[src/rtl/assert_macros.svh]
// ----------------------------------------------------------------------------
// assert_macros.svh
// Concurrent assertion helpers shared by the RTL.
// ----------------------------------------------------------------------------
`ifndef ASSERT_MACROS_SVH
`define ASSERT_MACROS_SVH

// Checked only out of reset.
`define ASSERT_ON(label, prop, msg) \
  label: assert property (@(posedge clk_i) disable iff (!rst_ni) (prop)) else $error(msg);

// Checked at every edge, reset included.
`define ASSERT_ALWAYS(label, prop, msg) \
  label: assert property (@(posedge clk_i) (prop)) else $error(msg);

`endif

[src/rtl/sbf_pkg.sv]
// ----------------------------------------------------------------------------
// sbf_pkg
// Types, constants and the escape helper of the SLIP block framer.
// ----------------------------------------------------------------------------
package sbf_pkg;

  localparam int unsigned SBF_QUEUE_DEPTH = 2;

  localparam logic [7:0] END_CODE_RST    = 8'd192;
  localparam logic [7:0] ESC_CODE_RST    = 8'd219;
  localparam logic [7:0] ESC_END_RST     = 8'd220;
  localparam logic [7:0] ESC_ESC_RST     = 8'd221;

  localparam logic MODE_START = 1'b0;
  localparam logic MODE_DATA  = 1'b1;

  typedef enum logic [1:0] {
    REG_END_CODE    = 2'd0,
    REG_ESC_CODE    = 2'd1,
    REG_ESC_END     = 2'd2,
    REG_ESC_ESC     = 2'd3
  } cfg_reg_e;

  typedef struct packed {
    logic [7:0] end_code;
    logic [7:0] escape_code;
    logic [7:0] escaped_end_code;
    logic [7:0] escaped_escape_code;
  } cfg_t;

  // One escaped byte: one or two bytes on the line.
  typedef struct packed {
    logic       len2;
    logic [7:0] b0;
    logic [7:0] b1;
  } seg_t;

  // All line bytes caused by one input transaction.
  typedef struct packed {
    logic [3:0][7:0] bytes;
    logic [1:0]      last_idx;
    logic            done;
  } entry_t;

  function automatic seg_t escape_byte(input logic [7:0] b, input cfg_t cfg);
    seg_t s;
    s.len2 = 1'b1;
    s.b0   = cfg.escape_code;
    s.b1   = cfg.escaped_end_code;
    if (b == cfg.end_code) begin
      s.b1 = cfg.escaped_end_code;
    end else if (b == cfg.escape_code) begin
      s.b1 = cfg.escaped_escape_code;
    end else begin
      s.len2 = 1'b0;
      s.b0   = b;
    end
    return s;
  endfunction

endpackage

[src/rtl/sbf_front.sv]
// ----------------------------------------------------------------------------
// sbf_front
// Accepts input transactions, tracks the open block and builds line bytes.
// ----------------------------------------------------------------------------
module sbf_front (
  input  logic           clk_i,
  input  logic           rst_ni,
  input  logic           in_valid_i,
  input  logic           mode_i,
  input  logic [7:0]     value_i,
  input  sbf_pkg::cfg_t  cfg_i,
  input  logic           q_full_i,
  output logic           in_stall_o,
  output logic           push_o,
  output sbf_pkg::entry_t entry_o
);
  import sbf_pkg::*;

  logic [7:0] remaining_q, remaining_d;
  logic [7:0] sum_q, sum_d;
  logic       open_q, open_d;

  logic       accept;
  logic [7:0] sum_next, rem_next;
  seg_t       seg_a, seg_ck, seg_val;
  logic       need_ck;
  logic [2:0] len_a, len_b, total;

  assign in_stall_o = q_full_i;
  assign accept     = in_valid_i && !q_full_i;

  assign sum_next = sum_q + value_i;
  assign rem_next = remaining_q - 8'd1;
  assign seg_val  = escape_byte(value_i, cfg_i);

  always_comb begin
    remaining_d = remaining_q;
    sum_d       = sum_q;
    open_d      = open_q;
    push_o      = 1'b0;
    if (mode_i == MODE_START) begin
      seg_a   = '{len2: 1'b1, b0: cfg_i.end_code, b1: value_i};
      need_ck = (value_i == 8'd0);
      seg_ck  = seg_val;    // checksum of an empty block equals its length
    end else begin
      seg_a   = seg_val;
      need_ck = (rem_next == 8'd0);
      seg_ck  = escape_byte(sum_next, cfg_i);
    end
    if (accept) begin
      if (mode_i == MODE_START) begin
        push_o      = 1'b1;
        remaining_d = value_i;
        sum_d       = value_i;
        open_d      = !need_ck;
      end else if (open_q) begin
        push_o      = 1'b1;
        remaining_d = rem_next;
        sum_d       = sum_next;
        open_d      = !need_ck;
      end
    end
    len_a = seg_a.len2 ? 3'd2 : 3'd1;
    len_b = !need_ck ? 3'd0 : (seg_ck.len2 ? 3'd2 : 3'd1);
    total = len_a + len_b;
    entry_o.bytes[0] = seg_a.b0;
    entry_o.bytes[1] = seg_a.len2 ? seg_a.b1 : seg_ck.b0;
    entry_o.bytes[2] = seg_a.len2 ? seg_ck.b0 : seg_ck.b1;
    entry_o.bytes[3] = seg_ck.b1;
    entry_o.last_idx = 2'(total - 3'd1);
    entry_o.done     = need_ck;
  end

  always_ff @(posedge clk_i or negedge rst_ni) begin
    if (!rst_ni) begin
      remaining_q <= '0;
      sum_q       <= '0;
      open_q      <= 1'b0;
    end else begin
      remaining_q <= remaining_d;
      sum_q       <= sum_d;
      open_q      <= open_d;
    end
  end

endmodule

[src/rtl/sbf_queue.sv]
// ----------------------------------------------------------------------------
// sbf_queue
// Small FIFO of byte groups between the front and the back end.
// ----------------------------------------------------------------------------
module sbf_queue #(
  parameter int unsigned Depth = sbf_pkg::SBF_QUEUE_DEPTH
) (
  input  logic            clk_i,
  input  logic            rst_ni,
  input  logic            push_i,
  input  sbf_pkg::entry_t entry_i,
  output logic            full_o,
  input  logic            pop_i,
  output sbf_pkg::entry_t head_o,
  output logic            empty_o
);
  import sbf_pkg::*;

  localparam int unsigned PtrW = (Depth > 1) ? $clog2(Depth) : 1;
  localparam int unsigned CntW = $clog2(Depth + 1);

  entry_t            mem_q [Depth];
  logic [PtrW-1:0]   wr_ptr_q, wr_ptr_d, rd_ptr_q, rd_ptr_d;
  logic [CntW-1:0]   count_q, count_d;
  logic              do_push, do_pop;

  assign full_o  = (count_q == CntW'(Depth));
  assign empty_o = (count_q == '0);
  assign head_o  = mem_q[rd_ptr_q];
  assign do_push = push_i && !full_o;
  assign do_pop  = pop_i && !empty_o;

  always_comb begin
    wr_ptr_d = wr_ptr_q;
    rd_ptr_d = rd_ptr_q;
    count_d  = count_q;
    if (do_push) begin
      wr_ptr_d = (wr_ptr_q == PtrW'(Depth - 1)) ? '0 : wr_ptr_q + 1'b1;
    end
    if (do_pop) begin
      rd_ptr_d = (rd_ptr_q == PtrW'(Depth - 1)) ? '0 : rd_ptr_q + 1'b1;
    end
    if (do_push && !do_pop) begin
      count_d = count_q + 1'b1;
    end else if (do_pop && !do_push) begin
      count_d = count_q - 1'b1;
    end
  end

  always_ff @(posedge clk_i or negedge rst_ni) begin
    if (!rst_ni) begin
      wr_ptr_q <= '0;
      rd_ptr_q <= '0;
      count_q  <= '0;
    end else begin
      wr_ptr_q <= wr_ptr_d;
      rd_ptr_q <= rd_ptr_d;
      count_q  <= count_d;
    end
  end

  always_ff @(posedge clk_i) begin
    if (do_push) begin
      mem_q[wr_ptr_q] <= entry_i;
    end
  end

endmodule

[src/rtl/sbf_back.sv]
// ----------------------------------------------------------------------------
// sbf_back
// Sends the queued byte groups one byte per transaction on the output.
// ----------------------------------------------------------------------------
module sbf_back (
  input  logic            clk_i,
  input  logic            rst_ni,
  input  sbf_pkg::entry_t head_i,
  input  logic            empty_i,
  output logic            pop_o,
  output logic            out_valid_o,
  input  logic            out_stall_i,
  output logic [7:0]      out_byte_o,
  output logic            last_o,
  output logic            frame_done_o
);
  import sbf_pkg::*;

  entry_t     cur_q, cur_d;
  logic [1:0] idx_q, idx_d;
  logic       valid_q, valid_d;
  logic       fire, is_last;

  assign out_valid_o  = valid_q;
  assign out_byte_o   = cur_q.bytes[idx_q];
  assign is_last      = (idx_q == cur_q.last_idx);
  assign last_o       = is_last;
  assign frame_done_o = is_last && cur_q.done;
  assign fire         = valid_q && !out_stall_i;

  always_comb begin
    cur_d   = cur_q;
    idx_d   = idx_q;
    valid_d = valid_q;
    pop_o   = 1'b0;
    if (!valid_q || (fire && is_last)) begin
      valid_d = !empty_i;
      if (!empty_i) begin
        pop_o = 1'b1;
        cur_d = head_i;
        idx_d = '0;
      end
    end else if (fire) begin
      idx_d = idx_q + 2'd1;
    end
  end

  always_ff @(posedge clk_i or negedge rst_ni) begin
    if (!rst_ni) begin
      valid_q <= 1'b0;
      idx_q   <= '0;
    end else begin
      valid_q <= valid_d;
      idx_q   <= idx_d;
    end
  end

  always_ff @(posedge clk_i) begin
    cur_q <= cur_d;
  end

endmodule

[src/rtl/slip_block_framer_core.sv]
// A transaction's first line byte is written into the queue, then loaded into the back end's output register.
// Throughput: one line byte per cycle, set by the single-byte output port, unless
// out_stall_i is high or the queue is empty; the front takes bursts until the queue fills.
// Reset: asynchronous, active low; codes return to defaults, no block open, queue empty.
// ----------------------------------------------------------------------------
// slip_block_framer_core
// SLIP framer with raw length byte and escaped 8-bit additive checksum.
// ----------------------------------------------------------------------------
module slip_block_framer_core #(
  parameter int unsigned QueueDepth = sbf_pkg::SBF_QUEUE_DEPTH
) (
  input  logic        clk_i,
  input  logic        rst_ni,
  input  logic        psel,
  input  logic        penable,
  input  logic        pwrite,
  input  logic [3:0]  paddr,
  input  logic [31:0] pwdata,
  output logic [31:0] prdata,
  output logic        pready,
  input  logic        in_valid_i,
  output logic        in_stall_o,
  input  logic        mode_i,
  input  logic [7:0]  value_i,
  output logic        out_valid_o,
  input  logic        out_stall_i,
  output logic [7:0]  out_byte_o,
  output logic        last_o,
  output logic        frame_done_o
);
  import sbf_pkg::*;

`include "assert_macros.svh"

  cfg_t     cfg_q, cfg_d;
  cfg_reg_e reg_sel;
  logic     cfg_wr;
  logic     q_push, q_full, q_pop, q_empty;
  entry_t   q_in, q_head;
  logic     in_start;

  assign pready   = 1'b1;
  assign reg_sel  = cfg_reg_e'(paddr[3:2]);
  assign cfg_wr   = psel && penable && pwrite;
  assign in_start = in_valid_i && !in_stall_o && (mode_i == MODE_START);

  always_comb begin
    cfg_d  = cfg_q;
    prdata = '0;
    unique case (reg_sel)
      REG_END_CODE: begin
        prdata[7:0] = cfg_q.end_code;
        if (cfg_wr) cfg_d.end_code = pwdata[7:0];
      end
      REG_ESC_CODE: begin
        prdata[7:0] = cfg_q.escape_code;
        if (cfg_wr) cfg_d.escape_code = pwdata[7:0];
      end
      REG_ESC_END: begin
        prdata[7:0] = cfg_q.escaped_end_code;
        if (cfg_wr) cfg_d.escaped_end_code = pwdata[7:0];
      end
      REG_ESC_ESC: begin
        prdata[7:0] = cfg_q.escaped_escape_code;
        if (cfg_wr) cfg_d.escaped_escape_code = pwdata[7:0];
      end
      default: prdata = '0;
    endcase
  end

  always_ff @(posedge clk_i or negedge rst_ni) begin
    if (!rst_ni) begin
      cfg_q <= '{end_code: END_CODE_RST, escape_code: ESC_CODE_RST,
                 escaped_end_code: ESC_END_RST, escaped_escape_code: ESC_ESC_RST};
    end else begin
      cfg_q <= cfg_d;
    end
  end

  sbf_front u_front (
    .clk_i      (clk_i),
    .rst_ni     (rst_ni),
    .in_valid_i (in_valid_i),
    .mode_i     (mode_i),
    .value_i    (value_i),
    .cfg_i      (cfg_q),
    .q_full_i   (q_full),
    .in_stall_o (in_stall_o),
    .push_o     (q_push),
    .entry_o    (q_in)
  );

  sbf_queue #(
    .Depth (QueueDepth)
  ) u_queue (
    .clk_i   (clk_i),
    .rst_ni  (rst_ni),
    .push_i  (q_push),
    .entry_i (q_in),
    .full_o  (q_full),
    .pop_i   (q_pop),
    .head_o  (q_head),
    .empty_o (q_empty)
  );

  sbf_back u_back (
    .clk_i        (clk_i),
    .rst_ni       (rst_ni),
    .head_i       (q_head),
    .empty_i      (q_empty),
    .pop_o        (q_pop),
    .out_valid_o  (out_valid_o),
    .out_stall_i  (out_stall_i),
    .out_byte_o   (out_byte_o),
    .last_o       (last_o),
    .frame_done_o (frame_done_o)
  );

  `ASSERT_ON(a_done_is_last, out_valid_o && frame_done_o |-> last_o, "frame_done without last")
  `ASSERT_ON(a_no_push_full, q_push |-> !q_full, "push into full queue")
  `ASSERT_ON(a_start_queued, in_start |=> !q_empty || out_valid_o, "start transaction lost")
  `ASSERT_ALWAYS(a_reset_idle, !rst_ni |-> !out_valid_o, "output valid in reset")

endmodule
[config.mk]
export PLATFORM = sky130hd
export DESIGN_NAME = slip_block_framer_core
export DESIGN_NICKNAME = d
export VERILOG_FILES = /design/src/rtl/sbf_pkg.sv /design/src/rtl/sbf_front.sv /design/src/rtl/sbf_queue.sv /design/src/rtl/sbf_back.sv /design/src/rtl/slip_block_framer_core.sv
export VERILOG_INCLUDE_DIRS = /design/src /design/src/rtl
export SDC_FILE = /design/constraint.sdc
export NUM_CORES = 1
export LEC_CHECK = 0
export ABC_AREA = 1
export BUFFER_PORTS_ARGS = -buffer_cell sky130_fd_sc_hd__buf_2
export CORE_UTILIZATION = 50
export DETAILED_ROUTE_END_ITERATION = 7
export HOLD_SLACK_MARGIN = 0.08
export PLACE_DENSITY = 0.7
export SLEW_MARGIN = 20
export SYNTH_ARGS = -nofsm -noshare
export SYNTH_HDL_FRONTEND = slang
export SYNTH_SLANG_ARGS = --single-unit
[constraint.sdc]
create_clock -name clk_i -period 7.8 [get_ports clk_i]
set_input_delay 0.39 -clock clk_i [delete_from_list [all_inputs] [get_ports clk_i]]
set_output_delay 0.39 -clock clk_i [all_outputs]
set_load 0.05 [all_outputs]
Word level (Yosys, flattened, before mapping)
Memory sizes are Yosys's and may differ from the RTL's. A register that Yosys moved wholly into a read port is not among the register bits.
Index checks and enable logic that the tools add are counted.
W data, S select, Z words.
- $add $sub $neg: 9
- order comparisons: 1
- equal/unequal tests: 11
- muxes and demuxes: 39
- bitwise logic cells: 1
- reduce and logical (&&, ||, !) cells: 31
- operator list (cell ; count):
    $mux W8 ; 11
    $mux W9 ; 4
    $mux W17 ; 2
    $eq A8 B8 Y1 ; 4
    $pmux W8 S4 ; 1
    $bmux W8 S2 ; 1
    $logic_not A8 Y1 ; 2
    $mux W2 ; 8
    $reduce_and A2 Y1 ; 7
    $mux W1 ; 12
    $logic_and A1 B1 Y1 ; 10
    $add A8 B8 Y8 ; 1
    $sub A8 B1 Y8 const B ; 1
    $logic_not A1 Y1 ; 7
    $eq A2 B2 Y1 const B ; 3
    $add A2 B1 Y2 const B ; 2
    $logic_not A2 Y1 ; 2
    $reduce_bool A2 Y1 ; 2
    $sub A2 B1 Y2 const B ; 2
    $lt A2 B3 Y1 const B ; 1
    $add A1 B1 Y1 const B ; 2
    $add A2 B2 Y2 ; 1
    $eq A2 B1 Y1 const B ; 1
    $eq A2 B2 Y1 ; 1
    other kinds (4) ; 4
- bits in registers: 56
- bits in writable memories: 70
- bits of input ports: 52
- output and inout bits: 45
- logic and storage cells: 105
- memories kept: 1
- memories (memory ; depth ; width ; rd ports ; clocked after Yosys merged registers in ; wr ports ; line ; RTL):
    u_queue.mem_q ; 2 ; 35 ; 1 ; 1 ; 1 ; sbf_queue.sv:22 ; entry_t mem_q [Depth];

Logic depth before layout (Yosys ltp)
Gate-level depths: netlist (run 1).
- depth after elaboration: 9
- mapped depth: 20
- mapped depth without buffers: 20

By module
A second synthesis (run 1) with hierarchy kept.
- cells, all modules: 1080
- area total of the unflattened synthesis: 9044.9 um^2
- by module, submodules not included (module ; times used ; cells each ; area an instance (um^2) ; sequential area each (um^2)):
    sbf_front ; 1 ; 532 ; 2956.6 ; 425.4
    sbf_queue ; 1 ; 214 ; 2780.2 ; 2202.1
    slip_block_framer_core ; 1 ; 221 ; 1791.7 ; 824.5
    sbf_back ; 1 ; 113 ; 1516.5 ; 1126.1

Least setup slack after synthesis (run 1)
No wires, ideal clock.
- path kind: flip-flop to flip-flop
- start: reg u_back.idx_q[0]
- end: reg u_queue.count_q[1]
- setup time: 0.123 ns
- arrival time: 4.640 ns
- required time: 7.677 ns
- slack: 3.037 ns
- stages on the path, launching flop included: 12
- path buffers: 0
- period minus slack after synthesis: 4.763 ns
- cells stage by stage: dfrtp_1 or2_0 a21oi_1 inv_1 o21ai_1 inv_1 a21oi_1 inv_1 ha_1 nor2_1 nand2_1 xor2_1
- cells in the longest elaborated chain, start to end: 8
- elaborated cells on any way between the ends: 10
- classes of those cells: eq/ne: 1; mux: 2; reduce/logical: 7
- RTL lines (item ; line ; RTL):
    start, declared ; sbf_back.sv:20 ; logic [1:0] idx_q, idx_d;
    start signal, assigned ; sbf_back.sv:54 ; idx_q <= idx_d;
    $eq A2 B2 Y1 * ; sbf_back.sv:26 ; assign is_last = (idx_q == cur_q.last_idx);
    via last_o ; slip_block_framer_core.sv:28 ; output logic last_o,
    $logic_and A1 B1 Y1 * ; sbf_back.sv:36 ; if (!valid_q || (fire && is_last)) begin
    $logic_or A1 B1 Y1 * ; sbf_back.sv:36 ;
    $mux W1 * ; sbf_back.sv:36 ;
    via q_pop ; slip_block_framer_core.sv:38 ; logic q_push, q_full, q_pop, q_empty;
    $logic_and A1 B1 Y1 * ; sbf_queue.sv:31 ; assign do_pop = pop_i && !empty_o;
    $logic_not A1 Y1 ; sbf_queue.sv:43 ; if (do_push && !do_pop) begin
    $logic_and A1 B1 Y1 ; sbf_queue.sv:43 ;
    $mux W2 or $reduce_bool A2 Y1 (tied branches) ; - ;
    end signal, assigned ; sbf_queue.sv:58 ; count_q <= count_d;
    end, declared ; sbf_queue.sv:24 ; logic [CntW-1:0] count_q, count_d;
The timed path passes the listed nets; every way through them passes the cells marked *.
A chain may end at the register's enable or synchronous reset.

==> summary.md, run 1 <==
| Metric | Value |
|---|---|
| Status | completed |
| Min-delay worst type | in2async |
| Starting DRC count in detailed routing | 623 |
| Maximum vdd ir drop | 0.2256 mV |
| Via count | 6650 |
| Synth cell types | 40 |
| M1 WL | 9087 um |
| Cell with the most instances after synthesis | nand2_1 |
| Final #Nets | 1103 |
| Core Area | 0.01676 mm2 |
| Arrival time worst endpoint | 3.35 ns |
| TritonCTS Sinks | 161 |
| Top routing layer used | met4 |
| GRT overflow | 0 |
| Final number of setup-violating endpoints | 0 |
| Final hold viol count | 0 |
| Total die area | 0.01782 mm2 |
| MaxCap Viol Count | 0 |
| RR Startpoint | u_front.sum_q[0]$_DFFE_PN0P_ |
| Crit path required time | 7.98 ns |
| Critical path type | reg2reg |
| EDFF count, synth | 105 |
| Die height | 133.5 um |
| DRT Wirelength | 19560 um |
| Die width | 133.5 um |
| Number of diodes | 0 |
| Placed insts | 1239 |
| Postcts setup bufs | 0 |
| Initial antenna violation count | 0 |
| Slew Viols, Final | 0 |
| Dpl ws | 4.436 ns |
| CP Max Fanout | 26 |
| Startpoint types | flop |
| Crit end category | flop |
| Min setup slack post-route | 4.624 ns |
| CTS Hold Bufs | 0 |
| P_leak | 0.004318 uW |
| First-pass GRT wire length | 31300 um |
| Register area share after synthesis | 52.97% |
| Synth top cells by count | 358 x nand2_1, 105 x edfxtp_1, 83 x inv_1, 78 x o21ai_0, 51 x nor2_1 |
| Cts repair resizes | 0 |
| Final Critical Period | 3.176 ns |
| FF-to-FF setup slack | 4.62 ns |
| Syn avg cell area | 8.626 um2 |
| PwrDens | 390.5 mW/mm2 |
| I/O pin cnt | 97 |
| CTS tree | built |
| Area share of the largest cell type after synthesis | 36.48% |
| Post-Synthesis Cell Area | 0.008643 mm2 |
| Post-Syn Instances | 1002 |
| Drt wl/cell | 15.39 um |
| R2R Path End | u_queue.mem_q[1][2]$_DFFE_PP_ |
| Pin count of the biggest net entering global routing | 59 |
| Vias in the first global route | 5894 |
| Area leader, netlist | edfxtp_1 |
| Starting Density | 51.57% |
| Slew headroom | 32.56% |
| Clock Tree Buf Depth | 2 |
| Area growth syn-to-layout | 10.45% |
| Synth Warn # | 0 |
| Post-route DRC | 0 |
| Clock-pin transition on the worst setup and hold timing paths | 0.06 ns |
| Hold slack | 0.1049 ns |
| Via density | 5.232 |
| Routability cong. | 0.8817 |
| Clock root cell | clkbuf_16 |
| Ys flop type | edfxtp_1 |
| Slew @ Worst Pin | 1.005 ns |
| Clk_skew | 0.01373 ns |
| Share of cells above drive strength 1 | 14.37% |
| Antenna-violating nets left | 0 |
| RSZ-0062 raised after global routing | false |
| Met3 wire len | 1289 um |
| Depth of the most critical reg-to-reg path | 17 |
| Cts bufs inserted | 17 |
| Sum Neg Setup Slack | 0 ns |
| DRT Pass-1 Iters | 5 |
| Row count | 47 |
| GRT Resource Usage Total | 23.06% |
| Post-synth ARST share | 34.78% |
| Finished Layout Cells | 1271 |
| Fmax | 314.9 MHz |
| Clk Latency, worst-skew pair | 0.43 ns |
| PortBufs | 45 |
| H-tree Lvls | 4 |
| Top cells by area, synth | edfxtp_1 36%, nand2_1 16%, dfrtp_1 11% |
| Synth Register Bits | 161 |
| Met2 wire length | 8859 um |
| Hpwl dp | 14010 um |
| Fin crit share | 40.72% |
[layer usage]
layer | up-vias | track usage, %
met5 | - | 0
met4 | 0 | 7.576
met3 | 30 | 5.251
met2 | 236 | 34.92
met1 | 3044 | 32.80
li1 | 3340 | -
[per-stage QoR]
| step | cell area, um2 | power [uW] | util [%] |
|---|---|---|---|
| 3_3_place_gp | 8954 | 2881 | 53.42 |
| 3_5_place_dp | 8954 | 2916 | 53.42 |
| 6_report | 9547 | 3728 | 56.96 |
| 5_1_grt | 9547 | 3963 | 56.96 |
| 2_1_floorplan | 8730 | 2567 | - |
| 4_1_cts | 9519 | 3726 | 56.80 |
[cell usage in the layout (no fill, tap or decap), drive strengths merged, types with 3 or more instances in the layout]
cell / n
conb: 25
dfstp: 19
inv: 90
o2111ai: 8
clkinvlp: 4
nand4: 14
ha: 11
o22ai: 8
nor3: 4
edfxtp: 105
nand2: 382
xnor2: 6
a2bb2oi: 7
buf: 52
clkbuf: 18
clkinv: 5
a22oi: 3
dfrtp: 37
o21ai: 99
nor2: 56
a21oi: 17
xor2: 17
nand3: 53
[logic make-up after synthesis]
kind of cell	after synthesis	synth area share, %
other cells	2	0.08689
flops	161	52.97
compound gates	144	9.641
xor+xnor	23	2.331
buf+inv	145	7.730
fa+ha+maj	12	1.824
simple gates	515	25.42
[worst max-delay path, cell delays in order, from the launching register on]
cell and delay [ns]:
dfrtp_1 0.38, ha_1 0.25, fa_1 0.64, xnor2_1 0.14, nand2_1 0.07, nor2_1 0.10, nand2_1 0.07, nor2_2 0.07
nand2_1 0.09, nor2_4 0.11, nand2_4 0.23, nand3_1 0.21, o21ai_0 0.10, nand2_1 0.10, ha_1 0.17, inv_1 0.05
nand3_1 0.07, nand2_1 0.06
[how the worst max path moves through the flow]
stage                                             from                              to  slack [ns]
after floorplan            u_back.idx_q[0]$_DFFE_PN0P_  u_queue.count_q[1]$_DFFE_PN0P_        3.04
after global placement                      value_i[0]   u_queue.mem_q[0][2]$_DFFE_PP_        4.46
after detailed placement   u_back.idx_q[0]$_DFFE_PN0P_  u_queue.count_q[1]$_DFFE_PN0P_        4.44
after CTS                  u_back.idx_q[0]$_DFFE_PN0P_  u_queue.count_q[1]$_DFFE_PN0P_        4.42
after global routing      u_front.sum_q[0]$_DFFE_PN0P_   u_queue.mem_q[0][2]$_DFFE_PP_        4.46
final                     u_front.sum_q[0]$_DFFE_PN0P_   u_queue.mem_q[1][2]$_DFFE_PP_        4.62
[layout make-up]
class / instances / area [um2]
fillers: 1517 / 7213
inverters: 88 / 330.3
clock buffers: 18 / 429.2
repair buffers: 52 / 297.8
flip-flops and latches: 161 / 4578
multi-input cells: 719 / 3500
clock inverters: 13 / 136.4
well taps: 220 / 275.3
[where the power goes]
part           total [uW]  internal [uW]  switching [uW]
clock network         805            469             336
logic                1490            446            1040
registers            1430           1280             155
[registers in the layout (all words and copies together), names as in the netlist]
name,count
u_queue.mem_q,70
cfg_q,32
u_queue.rd_ptr_q,1
u_queue.count_q,2
u_queue.wr_ptr_q,1
u_back.cur_q,35
u_back.idx_q,2
u_front.open_q,1
u_back.out_valid_o,1
u_front.remaining_q,8
u_front.sum_q,8
Power figures use the tool's default switching activity.
==> run 2, diff against run 1 <==
- PLACE_DENSITY: 0.7 -> 0.73
- clock period: 7.8 -> 2.6 ns (I/O delays scaled with it)
==> summary.md, run 2 (synthesis results as in run 1) <==
| Metric | Value |
|---|---|
| Total die area | 0.01782 mm2 (unchanged) |
| Maximum vdd ir drop | 0.6922 mV (+210%) |
| Area growth syn-to-layout | 16.01% |
| Vias in the first global route | 6304 (+7.0%) |
| Clock Tree Buf Depth | 2 (unchanged) |
| DRT Pass-1 Iters | 6 (+1) |
| P_leak | 0.004534 uW (+5.0%) |
| CP cell instances | ha_2, fa_2, inv_2, nand2_2, nand4_1, nor2_1, nand2_1, nor2_1, nand2_1, nor2_1, nand2_2, nand3_2, o21ai_1, nand2_1, ha_2, inv_2, nand3_2, nand2_2 |
| Startpoint types | flop |
| Most flops, register | u_queue.mem_q |
| PwrDens | 1151 mW/mm2 (+190%) |
| Post-route DRC | 0 (unchanged) |
| Final number of setup-violating endpoints | 52 (+52) |
| Commonest non-fill, non-tap cell in the layout | nand2_1 |
| Crit end category | flop |
| Final Critical Period | 2.717 ns (-0.4585 ns) |
| Slew headroom | 55.87% (+23 points) |
| Core Util, Final | 59.83% (+2.9 points) |
| Fmax | 368.0 MHz (+17%) |
| Starting Density | 51.57% (unchanged) |
| Core Area | 0.01676 mm2 (unchanged) |
| TritonCTS Sinks | 161 (unchanged) |
| I/O pin cnt | 97 (unchanged) |
| CP Max Fanout | 3 (-88%) |
| Die width | 133.5 um (unchanged) |
| GRT overflow | 0 (unchanged) |
| Max reg flops | 70 (unchanged) |
| Number of diodes | 0 (unchanged) |
| Clock-pin transition on the worst setup and hold timing paths | 0.06 ns (about the same) |
| GRT Resource Usage Total | 23.60% (+0.54 points) |
| DRT Wirelength | 19850 um (+1.5%) |
| Top routing layer used | met4 |
| Clk_skew | 0.01923 ns (+0.005499 ns) |
| Clk Latency, worst-skew pair | 0.43 ns (about the same) |
| Commonest non-fill, non-tap cells in the layout | 345 x nand2_1, 105 x edfxtp_1, 80 x inv_1 |
| Fillers | 1473 (-2.9%) |
| Drt wl/cell | 15.14 um (-1.6%) |
| Share of cells above drive strength 1 | 19.34% (+5.0 points) |
| Met3 wire len | 1165 um (-9.6%) |
| Critical path type | reg2reg |
| Power, Total | 11540 uW (+210%) |
| MaxCap Viol Count | 0 (unchanged) |
| FF-to-FF setup slack | -0.12 ns (-4.74 ns) |
| Clock root cell | clkbuf_16 |
| Min setup slack post-route | -0.1175 ns (-4.741 ns) |
| Fin crit share | 104.5% (+64 points) |
| Top flop regs | u_queue.mem_q: 70 flops, u_back.cur_q: 35 flops, cfg_q: 32 flops |
| CTS tree | built |
| Final hold viol count | 0 (unchanged) |
| Min-delay worst type | in2reg |
| CP max-delay cell | fa_2 |
| First-pass GRT wire length | 32260 um (+3.1%) |
| Cts bufs inserted | 17 (unchanged) |
| Row count | 47 (unchanged) |
| Dpl ws | -0.1688 ns (-4.605 ns) |
| Arrival time worst endpoint | 2.89 ns (-0.46 ns) |
| Die height | 133.5 um (unchanged) |
| Met2 wire length | 9006 um (+1.7%) |
| PortBufs | 45 (unchanged) |
| Initial antenna violation count | 0 (unchanged) |
| Status | complete, but fails checks |
| Via count | 6843 (+2.9%) |
| Crit path required time | 2.77 ns (-5.21 ns) |
| CP max stage delay | 0.58 ns (-0.06 ns) |
| Pin count of the biggest net entering global routing | 51 (-14%) |
| Starting DRC count in detailed routing | 597 (-4.2%) |
| M1 WL | 9115 um (+0.31%) |
| Slew Viols, Final | 0 (unchanged) |
| Via density | 5.220 (-0.24%) |
| Routability cong. | 0.9019 (+2.3%) |
| Violated checks | setup timing |
| Final #Nets | 1142 (+3.5%) |
| H-tree Lvls | 4 (unchanged) |
| RSZ-0062 raised after global routing | true |
| Hpwl dp | 14540 um (+3.8%) |
| Antenna-violating nets left | 0 (unchanged) |
| Slew @ Worst Pin | 0.6595 ns (-0.3459 ns) |
==> run 2: cell count changes in the layout (fill, tap and decap cells not counted), sizes merged <==
cell         delta
dlygate4sd3    +11
buf            +28
clkinvlp        -3
clkbuf          +2
clkinv          +2
==> run 2: worst max-delay path, delay by kind of cell (launching register included) <==
family / cells / cell delay [ns]
buffers and inverters: 2 / 0.10
DFF: 1 / 0.38
AOI/OAI and AO/OA: 1 / 0.07
and+or+nand+nor: 12 / 0.96
adders and majority gates: 3 / 0.96
==> run 2: worst paths after layout <==
path | startpoint | endpoint | cells after the start
min reg2reg | u_front.open_q$_DFFE_PN0P_ | u_front.open_q$_DFFE_PN0P_ | 2
min | in_valid_i | u_front.open_q$_DFFE_PN0P_ | 4
max | u_front.sum_q[0]$_DFFE_PN0P_ | u_queue.mem_q[1][2]$_DFFE_PP_ | 18
min in group asynchronous | rst_ni | cfg_q[21]$_DFFE_PN0P_ | 2
max reg2reg | u_front.sum_q[0]$_DFFE_PN0P_ | u_queue.mem_q[1][2]$_DFFE_PP_ | 18
max in group asynchronous | rst_ni | cfg_q[22]$_DFFE_PN1P_ | 3
==> run 2: routing by layer <==
metal / vias to the layer above / global-route usage [%]
met5: - / 0
met4: 0 / 9.470
met3: 41 / 5.061
met2: 251 / 36.17
met1: 3143 / 32.71
li1: 3408 / -
==> run 2: what timing repair did <==
item                       CTS  global route
buffers inserted             2             1
setup endpoints to repair   52            52
resized for setup           19            17
gates cloned                 0             0
hold buffers                11             0
hold endpoints to repair    58             0
pin swaps                   14            10
==> run 2: layout make-up <==
class / count / area, um2 / share of cell area (%)
Tap cell: 220 / 275.3 / 2.745
Inverter: 88 / 337.8 / 3.369
Clock inverter: 12 / 132.6 / 1.323
Clock buffer: 20 / 436.7 / 4.355
Multi-Input combinational cell: 719 / 3636 / 36.26
Sequential cell: 161 / 4578 / 45.66
Timing Repair Buffer: 91 / 630.6 / 6.289
==> run 2: where the power goes <==
| group | switching (uW) | internal, uW |
|---|---|---|
| registers | 429 | 3840 |
| clock network | 982 | 1420 |
| logic | 3310 | 1570 |
==> run 2: through the flow <==
step	area [um2]	hold slack [ns]	TNS, ns	cells
finish	10030	0.08648	-2.780	1311
global route	10030	0.1565	-11.10	1311
global placement	9215	0.1210	-4.377	1265
detailed placement	9215	0.1245	-6.236	1265
floorplan	8787	-0.1656	-0.2101	1025
CTS	9963	0.08422	-1.426	1310
